===== config.mk =====
export PLATFORM = sky130hd
export DESIGN_NAME = line_segment_table
export DESIGN_NICKNAME = d
export VERILOG_FILES = /design/src/rtl/lst_pkg.sv /design/src/rtl/lst_ram.sv /design/src/rtl/line_segment_table.sv
export VERILOG_INCLUDE_DIRS = /design/src /design/src/rtl
export SDC_FILE = /design/constraint.sdc
export NUM_CORES = 2
export LEC_CHECK = 0
export ABC_CLOCK_PERIOD_IN_PS = 15600
export BUFFER_PORTS_ARGS = -buffer_cell sky130_fd_sc_hd__buf_2
export CAP_MARGIN = 10
export CORE_ASPECT_RATIO = 1.75
export CORE_MARGIN = 3
export CORE_UTILIZATION = 60
export DETAILED_ROUTE_END_ITERATION = 7
export PLACE_DENSITY = 0.77
export SKIP_CTS_REPAIR_TIMING = 1
export SLEW_MARGIN = 20
export SYNTH_ARGS = -nofsm -noshare
export SYNTH_HDL_FRONTEND = slang
export SYNTH_SLANG_ARGS = --single-unit
export TNS_END_PERCENT = 5

===== constraint.sdc =====
create_clock -name clk -period 15.6 [get_ports clk]
set_clock_uncertainty 0.1 [all_clocks]
set_input_delay 0 -clock clk [delete_from_list [all_inputs] [get_ports clk]]
set_output_delay 0 -clock clk [all_outputs]
set_load 0.05 [all_outputs]

===== src/rtl/line_segment_table_macros.svh =====
// Assertion macros shared by the line segment table RTL.
`ifndef LINE_SEGMENT_TABLE_MACROS_SVH
`define LINE_SEGMENT_TABLE_MACROS_SVH

// Same-cycle implication, sampled on clk, off while arst_n is low.
`define LST_ASSERT_NOW(lbl, ante, cons) \
	lbl: assert property (@(posedge clk) disable iff (!arst_n) (ante) |-> (cons)) \
		else $error("line_segment_table: check failed");

// Next-cycle implication, sampled on clk, off while arst_n is low.
`define LST_ASSERT_NEXT(lbl, ante, cons) \
	lbl: assert property (@(posedge clk) disable iff (!arst_n) (ante) |=> (cons)) \
		else $error("line_segment_table: check failed");

`endif


===== src/rtl/lst_pkg.sv =====
// Types and constants of the line segment table.
package lst_pkg;

	localparam int FIELD_W     = 16;
	localparam int MAX_RESULTS = 16;
	localparam int HIT_CNT_W   = 5;
	// region bounds: signed coordinate plus unsigned extent, no wrap
	localparam int RGN_W       = 18;

	typedef logic [2:0] op_t;

	localparam op_t OP_APPEND = 3'd0;
	localparam op_t OP_REMOVE = 3'd1;
	localparam op_t OP_HAS    = 3'd2;
	localparam op_t OP_POINT  = 3'd3;
	localparam op_t OP_REGION = 3'd4;

	// steps of the shared multiplier for the point-on-segment test
	typedef enum logic [6:0] {
		M_CYDX = 7'b0000001,
		M_CXDY = 7'b0000010,
		M_CXDX = 7'b0000100,
		M_CYDY = 7'b0001000,
		M_DXDX = 7'b0010000,
		M_DYDY = 7'b0100000,
		M_LEN  = 7'b1000000
	} mul_step_t;

endpackage


===== src/rtl/lst_ram.sv =====
// Generic single-write, single-read RAM with registered read data.
module lst_ram #(
	parameter int WIDTH = 64,
	parameter int DEPTH = 16
) (
	input  logic                                   clk,
	input  logic                                   we,
	input  logic [((DEPTH > 1) ? $clog2(DEPTH) : 1)-1:0] waddr,
	input  logic [WIDTH-1:0]                       wdata,
	input  logic                                   re,
	input  logic [((DEPTH > 1) ? $clog2(DEPTH) : 1)-1:0] raddr,
	output logic [WIDTH-1:0]                       rdata
);

	logic [WIDTH-1:0] mem [DEPTH];

	always_ff @(posedge clk) begin
		if (we) begin
			mem[waddr] <= wdata;
		end
		if (re) begin
			rdata <= mem[raddr];
		end
	end

endmodule


===== src/rtl/line_segment_table.sv =====
// Line segment table: append, remove, has, point query and region query.
// Remove and region query scan every stored entry; has stops at the first equal entry.
// A point query takes, per entry, a RAM read, setup and seven steps of one multiplier. A
// query stops at the entry of its sixteenth hit. A new operation is taken only once busy
// drops, which happens as the last result goes out; the receiver cannot stall. Reset
// empties the table.
`include "line_segment_table_macros.svh"

module line_segment_table #(
	parameter int TABLE_DEPTH = 16,
	parameter int COORD_BITS  = 16
) (
	input  logic                                clk,
	input  logic                                arst_n,
	input  logic                                start,
	output logic                                busy,
	input  lst_pkg::op_t                        operation,
	input  logic signed [lst_pkg::FIELD_W-1:0]  seg_ax,
	input  logic signed [lst_pkg::FIELD_W-1:0]  seg_ay,
	input  logic signed [lst_pkg::FIELD_W-1:0]  seg_bx,
	input  logic signed [lst_pkg::FIELD_W-1:0]  seg_by,
	input  logic signed [lst_pkg::FIELD_W-1:0]  point_x,
	input  logic signed [lst_pkg::FIELD_W-1:0]  point_y,
	input  logic [lst_pkg::FIELD_W-1:0]         region_width,
	input  logic [lst_pkg::FIELD_W-1:0]         region_height,
	output logic                                strobe,
	output logic                                status,
	output logic                                answer_flag,
	output logic                                hit_valid,
	output logic signed [lst_pkg::FIELD_W-1:0]  hit_ax,
	output logic signed [lst_pkg::FIELD_W-1:0]  hit_ay,
	output logic signed [lst_pkg::FIELD_W-1:0]  hit_bx,
	output logic signed [lst_pkg::FIELD_W-1:0]  hit_by,
	output logic                                last
);

	import lst_pkg::*;

	localparam int C      = COORD_BITS;
	localparam int IDX_W  = (TABLE_DEPTH > 1) ? $clog2(TABLE_DEPTH) : 1;
	localparam int CNT_W  = $clog2(TABLE_DEPTH + 1);
	localparam int WORD_W = 4 * COORD_BITS;
	localparam int DIF_W  = COORD_BITS + 1;
	localparam int PRD_W  = 2 * DIF_W;
	localparam int SUM_W  = PRD_W + 1;

	typedef enum logic [6:0] {
		S_IDLE = 7'b0000001,
		S_RD   = 7'b0000010,
		S_EVAL = 7'b0000100,
		S_MUL  = 7'b0001000,
		S_SHR  = 7'b0010000,
		S_SHW  = 7'b0100000,
		S_END  = 7'b1000000
	} state_t;

	state_t                  state_q;
	op_t                     op_q;
	logic [WORD_W-1:0]       word_q;
	logic signed [C-1:0]     px_q, py_q;
	logic signed [RGN_W-1:0] x1_q, y1_q;
	logic [CNT_W-1:0]        count_q, idx_q, idx_m1;
	mul_step_t               step_q, step_nxt;
	logic [HIT_CNT_W-1:0]    hits_q;
	logic                    pend_valid_q;
	logic [WORD_W-1:0]       pend_q;
	logic                    flag_q, remain_q, status_q;

	logic                    out_strobe_q, out_status_q, out_flag_q, out_hit_q, out_last_q;
	logic [WORD_W-1:0]       out_word_q;

	logic signed [DIF_W-1:0] dx_q, dy_q, cx_q, cy_q;
	logic signed [DIF_W-1:0] mul_a, mul_b;
	logic signed [PRD_W-1:0] mul_p, prod_q, t_q;
	logic signed [SUM_W-1:0] dot_q, len2;
	logic                    cross_ok_q;

	logic                    ram_we, ram_re;
	logic [IDX_W-1:0]        ram_waddr, ram_raddr;
	logic [WORD_W-1:0]       ram_wdata, ram_rdata;

	logic signed [C-1:0]     e_ax, e_ay, e_bx, e_by;
	logic signed [RGN_W-1:0] r_ax, r_ay, r_bx, r_by, r_px, r_py;
	logic                    ent_eq, region_hit, point_hit, entry_done, hit_now;

	lst_ram #(
		.WIDTH(WORD_W),
		.DEPTH(TABLE_DEPTH)
	) u_store (
		.clk  (clk),
		.we   (ram_we),
		.waddr(ram_waddr),
		.wdata(ram_wdata),
		.re   (ram_re),
		.raddr(ram_raddr),
		.rdata(ram_rdata)
	);

	assign idx_m1 = idx_q - CNT_W'(1);

	// unpack the entry read from the table
	assign e_ax = signed'(ram_rdata[0*C +: C]);
	assign e_ay = signed'(ram_rdata[1*C +: C]);
	assign e_bx = signed'(ram_rdata[2*C +: C]);
	assign e_by = signed'(ram_rdata[3*C +: C]);

	assign ent_eq = (ram_rdata == word_q);

	assign r_ax = RGN_W'(e_ax);
	assign r_ay = RGN_W'(e_ay);
	assign r_bx = RGN_W'(e_bx);
	assign r_by = RGN_W'(e_by);
	assign r_px = RGN_W'(px_q);
	assign r_py = RGN_W'(py_q);

	assign region_hit = (r_ax >= r_px && r_ax <= x1_q && r_ay >= r_py && r_ay <= y1_q)
		|| (r_bx >= r_px && r_bx <= x1_q && r_by >= r_py && r_by <= y1_q);

	assign len2      = SUM_W'(t_q) + SUM_W'(prod_q);
	assign point_hit = cross_ok_q && !dot_q[SUM_W-1] && (dot_q <= len2);

	assign entry_done = (state_q == S_EVAL && op_q == OP_REGION)
		|| (state_q == S_MUL && step_q == M_LEN);
	assign hit_now = (state_q == S_EVAL && op_q == OP_REGION && region_hit)
		|| (state_q == S_MUL && step_q == M_LEN && point_hit);

	// operand select for the shared multiplier
	always_comb begin
		mul_a    = cy_q;
		mul_b    = dx_q;
		step_nxt = M_CYDX;
		unique case (step_q)
			M_CYDX: begin mul_a = cy_q; mul_b = dx_q; step_nxt = M_CXDY; end
			M_CXDY: begin mul_a = cx_q; mul_b = dy_q; step_nxt = M_CXDX; end
			M_CXDX: begin mul_a = cx_q; mul_b = dx_q; step_nxt = M_CYDY; end
			M_CYDY: begin mul_a = cy_q; mul_b = dy_q; step_nxt = M_DXDX; end
			M_DXDX: begin mul_a = dx_q; mul_b = dx_q; step_nxt = M_DYDY; end
			M_DYDY: begin mul_a = dy_q; mul_b = dy_q; step_nxt = M_LEN;  end
			M_LEN:  begin mul_a = dy_q; mul_b = dy_q; step_nxt = M_CYDX; end
			default: begin mul_a = cy_q; mul_b = dx_q; step_nxt = M_CYDX; end
		endcase
	end

	assign mul_p = mul_a * mul_b;

	// RAM port control
	always_comb begin
		ram_we    = 1'b0;
		ram_waddr = count_q[IDX_W-1:0];
		ram_wdata = word_q;
		ram_re    = 1'b0;
		ram_raddr = idx_q[IDX_W-1:0];
		unique case (state_q)
			S_RD: begin
				if (op_q == OP_APPEND) begin
					ram_we = (count_q < CNT_W'(TABLE_DEPTH));
				end else begin
					ram_re = (idx_q < count_q);
				end
			end
			S_SHR: begin
				ram_re = (idx_q < count_q);
			end
			S_SHW: begin
				ram_we    = 1'b1;
				ram_waddr = idx_m1[IDX_W-1:0];
				ram_wdata = ram_rdata;
			end
			default: begin
				ram_we = 1'b0;
				ram_re = 1'b0;
			end
		endcase
	end

	// arithmetic datapath: differences, products, partial sums
	always_ff @(posedge clk) begin
		prod_q <= mul_p;
		if (state_q == S_EVAL) begin
			dx_q <= DIF_W'(e_bx) - DIF_W'(e_ax);
			dy_q <= DIF_W'(e_by) - DIF_W'(e_ay);
			cx_q <= DIF_W'(px_q) - DIF_W'(e_ax);
			cy_q <= DIF_W'(py_q) - DIF_W'(e_ay);
		end
		if (state_q == S_MUL) begin
			unique case (step_q)
				M_CXDY: t_q <= prod_q;
				M_CXDX: cross_ok_q <= (t_q == prod_q);
				M_CYDY: t_q <= prod_q;
				M_DXDX: dot_q <= SUM_W'(t_q) + SUM_W'(prod_q);
				M_DYDY: t_q <= prod_q;
				default: begin end
			endcase
		end
	end

	// sequencer and result words
	always_ff @(posedge clk or negedge arst_n) begin
		if (!arst_n) begin
			state_q      <= S_IDLE;
			count_q      <= '0;
			idx_q        <= '0;
			step_q       <= M_CYDX;
			hits_q       <= '0;
			pend_valid_q <= 1'b0;
			flag_q       <= 1'b0;
			remain_q     <= 1'b0;
			status_q     <= 1'b0;
			out_strobe_q <= 1'b0;
			out_status_q <= 1'b0;
			out_flag_q   <= 1'b0;
			out_hit_q    <= 1'b0;
			out_last_q   <= 1'b0;
			out_word_q   <= '0;
		end else begin
			out_strobe_q <= 1'b0;
			unique case (state_q)
				S_IDLE: begin
					if (start) begin
						op_q         <= operation;
						word_q       <= {seg_by[C-1:0], seg_bx[C-1:0],
						                 seg_ay[C-1:0], seg_ax[C-1:0]};
						px_q         <= signed'(point_x[C-1:0]);
						py_q         <= signed'(point_y[C-1:0]);
						x1_q         <= RGN_W'(signed'(point_x[C-1:0])) + RGN_W'(region_width);
						y1_q         <= RGN_W'(signed'(point_y[C-1:0])) + RGN_W'(region_height);
						idx_q        <= '0;
						hits_q       <= '0;
						pend_valid_q <= 1'b0;
						flag_q       <= 1'b0;
						remain_q     <= 1'b0;
						status_q     <= 1'b0;
						if (operation == OP_APPEND || operation == OP_REMOVE
							|| operation == OP_HAS || operation == OP_POINT
							|| operation == OP_REGION) begin
							state_q <= S_RD;
						end else begin
							state_q <= S_END;
						end
					end
				end
				S_RD: begin
					if (op_q == OP_APPEND) begin
						if (count_q < CNT_W'(TABLE_DEPTH)) begin
							count_q <= count_q + CNT_W'(1);
						end else begin
							status_q <= 1'b1;
						end
						state_q <= S_END;
					end else if (idx_q < count_q) begin
						state_q <= S_EVAL;
					end else begin
						// no equal entry: remove reports nothing left
						if (op_q == OP_REMOVE) begin
							flag_q <= 1'b1;
						end
						state_q <= S_END;
					end
				end
				S_EVAL: begin
					if (op_q == OP_HAS) begin
						if (ent_eq) begin
							flag_q  <= 1'b1;
							state_q <= S_END;
						end else begin
							idx_q   <= idx_q + CNT_W'(1);
							state_q <= S_RD;
						end
					end else if (op_q == OP_REMOVE) begin
						idx_q <= idx_q + CNT_W'(1);
						state_q <= ent_eq ? S_SHR : S_RD;
					end else if (op_q == OP_POINT) begin
						step_q  <= M_CYDX;
						state_q <= S_MUL;
					end
				end
				S_MUL: begin
					step_q <= step_nxt;
				end
				S_SHR: begin
					if (idx_q < count_q) begin
						state_q <= S_SHW;
					end else begin
						count_q <= count_q - CNT_W'(1);
						flag_q  <= !remain_q;
						state_q <= S_END;
					end
				end
				S_SHW: begin
					// watch for a further equal copy while moving entries down
					if (ent_eq) begin
						remain_q <= 1'b1;
					end
					idx_q   <= idx_q + CNT_W'(1);
					state_q <= S_SHR;
				end
				S_END: begin
					out_strobe_q <= 1'b1;
					out_status_q <= status_q;
					out_flag_q   <= flag_q;
					out_hit_q    <= pend_valid_q;
					out_word_q   <= pend_valid_q ? pend_q : '0;
					out_last_q   <= 1'b1;
					state_q      <= S_IDLE;
				end
				default: begin
					state_q <= S_IDLE;
				end
			endcase

			// hold each hit until the next one shows whether it is the final word
			if (entry_done) begin
				if (hit_now) begin
					if (pend_valid_q) begin
						out_strobe_q <= 1'b1;
						out_status_q <= 1'b0;
						out_flag_q   <= 1'b0;
						out_hit_q    <= 1'b1;
						out_word_q   <= pend_q;
						out_last_q   <= 1'b0;
					end
					pend_q       <= ram_rdata;
					pend_valid_q <= 1'b1;
					hits_q       <= hits_q + HIT_CNT_W'(1);
					if (hits_q == HIT_CNT_W'(MAX_RESULTS - 1)) begin
						state_q <= S_END;
					end else begin
						idx_q   <= idx_q + CNT_W'(1);
						state_q <= S_RD;
					end
				end else begin
					idx_q   <= idx_q + CNT_W'(1);
					state_q <= S_RD;
				end
			end
		end
	end

	assign busy        = (state_q != S_IDLE);
	assign strobe      = out_strobe_q;
	assign status      = out_status_q;
	assign answer_flag = out_flag_q;
	assign hit_valid   = out_hit_q;
	assign last        = out_last_q;
	assign hit_ax      = FIELD_W'($signed(out_word_q[0*C +: C]));
	assign hit_ay      = FIELD_W'($signed(out_word_q[1*C +: C]));
	assign hit_bx      = FIELD_W'($signed(out_word_q[2*C +: C]));
	assign hit_by      = FIELD_W'($signed(out_word_q[3*C +: C]));

	`LST_ASSERT_NEXT(a_accept_busy, start && !busy, busy)
	`LST_ASSERT_NOW(a_count_range, 1'b1, count_q <= CNT_W'(TABLE_DEPTH))
	`LST_ASSERT_NOW(a_last_idle, out_strobe_q && out_last_q, !busy)
	`LST_ASSERT_NOW(a_hit_clean, out_strobe_q && out_hit_q, !out_status_q && !out_flag_q)
	`LST_ASSERT_NOW(a_mid_is_hit, out_strobe_q && !out_last_q, out_hit_q)

endmodule

# Word level (Yosys, flattened, before mapping)
# Memory sizes are Yosys's and may differ from the RTL's. A register that Yosys moved wholly into a read port is not among the register bits.
# Index checks and enable logic that the tools add are counted.
[op_classes]
mux = 86
addsub = 12
multipliers = 1
eq_ne = 43
n_lt_le_gt_ge = 11
n_reduce_logical = 43
[ops]
columns = ["operator", "count"]
rows = [
  ["2-to-1 mux 64 bit", 6],
  ["2-to-1 mux 7 bit", 15],
  ["one-hot mux 7 bit (6 select lines)", 2],
  ["2-to-1 mux 5 bit", 15],
  ["less-or-equal comparator 16 x 18 -> 1 bit", 4],
  ["subtractor 16 x 16 -> 17 bit", 4],
  ["equality test 64 bit", 1],
  [">= comparator 16 bit", 4],
  ["one-hot mux 17 bit (3 select lines)", 1],
  ["2-to-1 mux 1 bit", 37],
  ["adder 16 x 17 -> 18 bit", 2],
  ["adder 34 x 34 -> 35 bit", 1],
  ["less-or-equal comparator 35 bit", 1],
  ["equality test 34 bit", 1],
  ["multiplier 17 x 17 -> 34 bit", 1],
  ["inequality test 2 bit (second input constant)", 13],
  ["2-to-1 mux 17 bit", 1],
  ["adder 5 x 1 -> 5 bit (second input constant)", 3],
  ["one-hot mux 5 bit (3 select lines)", 1],
  ["equality test 7 x 1 -> 1 bit (second input constant)", 2],
  ["equality test 7 x 2 -> 1 bit (second input constant)", 2],
  ["equality test 7 x 3 -> 1 bit (second input constant)", 2],
  ["equality test 7 x 4 -> 1 bit (second input constant)", 2],
  ["equality test 7 x 5 -> 1 bit (second input constant)", 2],
  ["other kinds (32)", 73],
]
[word_totals]
n_memories = 1
mem_bits_rw = 1024
elab_cells = 227
reg_bits = 473
[memory_table]
columns = ["name", "depth", "width", "rd", "rd_clocked_by_memory_dff", "wr", "line_no", "rtl"]
rows = [
  ["u_store.mem", 16, 64, 1, 1, 1, "lst_ram.sv:15", "logic [WIDTH-1:0] mem [DEPTH];"],
]

# Longest topological paths before layout
[logic_depth]
ltp_word = 9
depth_mapped = 34

# Cells and area by module
# A second synthesis with hierarchy kept.
[hier_totals]
cells_unflattened = 5233
hier_area_um2 = 77770.8
[by_module_without_submodules]
columns = ["module", "n_inst", "cells_per_inst", "seq_area_each_um2", "area_each_um2"]
rows = [
  ["lst_ram", 1, 1647, 32671.3, 40222.3],
  ["line_segment_table", 1, 3586, 13355.3, 37548.5],
]

# Worst setup path before layout
# No wires, ideal clock.
[synth_timing]
kind = "register -> register"
from = "register t_q[0]"
to = "register pend_q[0] (enable)"
synth_period_minus_slack_ps = 7798
setup_slack_ps = 7802
arrival_time_ps = 7204
setup_ps = 494
path_stages_with_launch = 23
required_ps = 15006
path_cell_list = "edfxtp_1 > ha_1 > fa_1 > a21oi_1 > nor2_1 > nor4bb_1 > nor3_1 > nor3_1 > or3b_1 > a211oi_1 > nand4bb_1 > a31o_2 > a31o_2 > ha_1 > nand3_1 > nor4_2 > nand3_1 > a21oi_1 > a21oi_1 > nor2b_1 > o41ai_2 > nor2_2 > nor2b_1"
[synth_via]
elab_chain_len = 6
[synth_rtl]
columns = ["item", "line_no", "rtl"]
rows = [
  ["from (decl)", "line_segment_table.sv:74", "logic signed [PRD_W-1:0] mul_p, prod_q, t_q;"],
  ["from (signal assigned)", "line_segment_table.sv:187", "M_CXDY: t_q <= prod_q;"],
  ["from (signal assigned)", "line_segment_table.sv:189", "M_CYDY: t_q <= prod_q;"],
  ["from (signal assigned)", "line_segment_table.sv:191", "M_DYDY: t_q <= prod_q;"],
  ["adder 34 x 34 -> 35 bit", "line_segment_table.sv:119", "assign len2 = SUM_W'(t_q) + SUM_W'(prod_q);"],
  ["less-or-equal comparator 35 bit", "line_segment_table.sv:120", "assign point_hit = cross_ok_q && !dot_q[SUM_W-1] && (dot_q <= len2);"],
  ["logical AND 1 bit", "line_segment_table.sv:120", ""],
  ["logical AND 1 bit", "line_segment_table.sv:125", "|| (state_q == S_MUL && step_q == M_LEN && point_hit);"],
  ["logical OR 1 bit", "line_segment_table.sv:125", ""],
  ["AND reduction 3 bit (no line)", "--", ""],
  ["to (signal assigned)", "line_segment_table.sv:322", "pend_q <= ram_rdata;"],
  ["to (decl)", "line_segment_table.sv:66", "logic [WORD_W-1:0] pend_q;"],
]
# Every way passes these cells.
# A chain may end at the register's enable or synchronous reset.

# Worst setup path in the final report
[layout_timing]
from = "register step_q[6]"
to = "register prod_q[33]"
[layout_via]
elab_chain_len = 4
word_cells_on_any_way = 12
cone_classes = "mul: 1; eq/ne: 6; mux: 2; reduce/logical: 3"
[layout_rtl]
columns = ["item", "line_no", "rtl"]
rows = [
  ["from (decl)", "line_segment_table.sv:63", "mul_step_t step_q, step_nxt;"],
  ["from (signal assigned)", "line_segment_table.sv:278", "step_q <= step_nxt;"],
  ["equality test 7 bit (tied with other cells)", "line_segment_table.sv:132", "unique case (step_q)"],
  ["OR reduction 2 bit (no line) / OR reduction 4 bit (equally long branches)", "--", ""],
  ["one-hot mux 17 bit (3 select lines) / 2-to-1 mux 17 bit (equally long branches)", "line_segment_table.sv:132", ""],
  ["multiplier 17 x 17 -> 34 bit *", "line_segment_table.sv:144", "assign mul_p = mul_a * mul_b;"],
  ["named net mul_p[33]", "line_segment_table.sv:74", ""],
  ["to (signal assigned)", "line_segment_table.sv:178", "prod_q <= mul_p;"],
  ["to (decl)", "line_segment_table.sv:74", ""],
]
# The timed path passes the listed nets; every way through them passes the cells marked *.

==> summary.txt <==
GRT Residual Overflow: 0
Outcome: finished with violations
Row count: 175
CTS Buf Count: 141
Hold Path Stages: 2
Ys Warns: 0
Final Core Density: 68.82%
FF-to-FF path depth: 26
Ys flop type: edfxtp_1
Clock power share: 27.3%
Combinational power share: 34.0%
CP Launch Type: flip-flop
Max Freq: 101.3 MHz
Endpoints failing setup: 0
DRC Markers: 1
Post-synth EDFFs: 1425
Io pins: 204
Finished Layout Cells: 7927
Final critical-path share of the clock period: 63.30%
Final hold vios: 0
Clock-pin slew of the registers on the worst-case setup and hold paths: 0.07 ns
Placed insts: 7397
Post-Synthesis Cells: 5602
Total routed wirelength: 241400 um
Longest Clk Path Bufs: 3
Share of cells above drive strength 1: 14.14%
Yosys reg bits: 1561
Critical path start-end classification: reg2reg
Sinks on the clock net: 1561
Initial Utilization: 60.60%
Number of global-route vias before repair: 51630
Max-Cap Viols: 0
Via-per-instance ratio: 6.438
Post-synthesis net count: 6409
Req. time, crit path: 16.17 ns
Hold WS: 0.007109 ns
Sequential share of the synthesized area: 58.20%
Crit end category: flip-flop
Setup TNS: 0 ns
Antenna Violating Nets Remaining: 0
Share of the synthesized area in the top cell type: 54.10%
Post-synthesis cell area: 0.07909 mm^2
Switching Share: 34.81%
WP data arrival: 10.45 ns
Die ar.: 0.1364 mm^2
Pwr Density: 146.6 mW/mm^2
CTS tree: built
Post-DP HPWL: 161000 um
TritonRoute pass-1 iters: 8
Leak pwr: 33.87 nW
Worst VDD drop: 0.0001359 V
Internal power: 8.584 mW
Failing checks: DRC
Sequential power share: 38.6%
Syn_area_per_cell: 14.12 um^2
Routability cong.: 0.9972
Synth cell types: 97
Worst rel slew slack: 17.41%
Global-route wire length before repair: 338800 um
Largest cells by area after synthesis: edfxtp_1 (54%), fa_1 (7.7%), ha_1 (5.8%)
Die Span X: 280.5 um
Largest net degree at the start of global routing: 112
Switching pwr: 4.584 mW
Critical Path Fanout Max: 36
Antenna violations before repair: 16
Area added between synthesis and finish: 13.55%
Via count: 51030
Unrepaired setup endpoints after global routing: false
# nets final: 6917
Fin. max-slew vios: 0
Synth area leader: edfxtp_1
Clock root buffer master: clkbuf_16
Max H-tree Level: 4
Ys async rst share: 6.534%
Total core area: 0.1305 mm^2
Total GRT Usage: 35.02%
I/O Buffers: 203
Clock Latency Late Sink: 0.81 ns
Hold crit path type: in2reg
Die H: 486.3 um
Starting DRC count in detailed routing: 5103
Crit path time final: 9.875 ns
Worst-Margin Slew: 1.239 ns
WL per Instance: 30.46 um
-- synthesized netlist by cell type (all sizes together), types with 12 or more instances --
| cell type | number |
|---|---|
| nor3 | 50 |
| o21bai | 21 |
| ha | 369 |
| mux2i | 212 |
| nand2 | 320 |
| nand3 | 60 |
| a22oi | 66 |
| o21a | 26 |
| mux4 | 128 |
| fa | 304 |
| nor2 | 328 |
| or2 | 14 |
| nand2b | 24 |
| xnor2 | 134 |
| mux2 | 139 |
| edfxtp | 1425 |
| inv | 539 |
| dfxtp | 34 |
| dfrtp | 100 |
| a221o | 17 |
| a22o | 86 |
| nor4 | 27 |
| a221oi | 84 |
| and3 | 30 |
| a31oi | 14 |
| a21o | 64 |
| buf | 62 |
| o21ai | 241 |
| a211oi | 16 |
| a21oi | 220 |
| nand4 | 40 |
| nor2b | 44 |
| xor2 | 73 |
| nor3b | 12 |
| clkbuf | 127 |
-- final cells by class --
type / count / area, um^2
Tap cell: 1681 / 2103
Clock buffer: 169 / 3694
Inverter: 540 / 2027
Timing Repair Buffer: 554 / 4333
Fill cell: 8712 / 40690
Sequential cell: 1561 / 46040
Clock inverter: 93 / 1112
Antenna cell: 17 / 42.54
Multi-Input combinational cell: 3312 / 30460
-- logic make-up after synthesis --
family / share of synthesized area, %
XOR/XNOR: 2.292
AO/OA/AOI/OAI: 8.230
buffers and inverters: 3.637
AND/OR/NAND/NOR: 5.806
multiplexers: 8.307
flip-flops: 58.20
adder cells (fa/ha/maj): 13.53
-- placed cells by master, fill, tap and decap left out, types with 95 or more instances in the layout --
master,instances
mux2_2,139
o21ai_0,229
dlygate4sd3_1,249
xnor2_1,133
fa_1,304
clkbuf_16,141
ha_1,369
nand2_1,319
edfxtp_1,1425
buf_4,95
buf_2,205
mux2i_1,206
inv_1,538
dfrtp_1,97
a21oi_1,217
mux4_2,128
nor2_1,310
-- registers in the layout, summed over array words and instances, names as in the netlist, 34 cells and up --
name / flops
out_word_q: 64
u_store.rdata: 64
prod_q: 34
u_store.mem: 1024
dot_q: 35
word_q: 64
pend_q: 64
t_q: 34
-- critical path: stages (launching register included) --
cell      delay (ns)
dfrtp_1         0.54
nor3_2          0.32
nor3b_1         0.27
and3b_1         0.19
buf_4           0.39
nor3_2          0.08
buf_4           0.29
a221oi_2        1.05
nor2_1          0.21
fa_1            0.60
fa_1            0.45
fa_1            0.53
fa_1            0.44
fa_1            0.51
inv_1           0.06
fa_1            0.47
inv_1           0.04
ha_1            0.33
and3_1          0.26
a311oi_1        0.59
a21oi_1         0.25
o21bai_1        0.55
a31oi_1         0.28
a211oi_1        0.46
o21ai_0         0.16
a21oi_1         0.21
xnor2_1         0.09
-- final timing paths --
| check | startpoint | endpoint | slack, ns |
|---|---|---|---|
| min reg2reg | prod_q[4] | t_q[4] | 0.32 |
| min | point_x[15] | px_q[15] | 0.007 |
| max reg2reg | step_q[6] | prod_q[33] | 5.72 |
| max in group asynchronous | arst_n | idx_q[0] | 13.62 |
| max | step_q[6] | prod_q[33] | 5.72 |
| min in group asynchronous | arst_n | out_word_q[7] | 0.53 |
-- routing by layer --
| layer | vias up | wire, um | track usage [%] |
|---|---|---|---|
| met5 | - | 36 | 0 |
| met3 | 928 | 20910 | 7.136 |
| li1 | 21750 | - | - |
| met2 | 2853 | 119600 | 59.13 |
| met1 | 25500 | 77040 | 38.25 |
| met4 | 6 | 23870 | 28.22 |
-- power groups by stage --
| stage | registers [mW] | clock network, mW | logic (mW) |
|---|---|---|---|
| after global routing | 5.09 | 3.79 | 4.93 |
| after CTS | 5.08 | 3.63 | 4.38 |
| after floorplan | 5.16 | 0 | 2.90 |
| after global placement | 5.16 | 0 | 4.27 |
| after detailed placement | 5.16 | 0 | 4.35 |
| final | 5.08 | 3.60 | 4.48 |
-- metrics by stage --
stage          total power [mW]  cell area, um^2  setup WS, ns
5_1_grt                   13.81            89800         5.285
6_report                  13.17            89810         5.725
3_5_place_dp              9.513            82430         5.800
3_3_place_gp              9.432            82330         5.717
4_1_cts                   13.09            87230         5.824
2_1_floorplan             8.060            79090         7.802
Note: power is estimated with default switching activity, not from simulation.
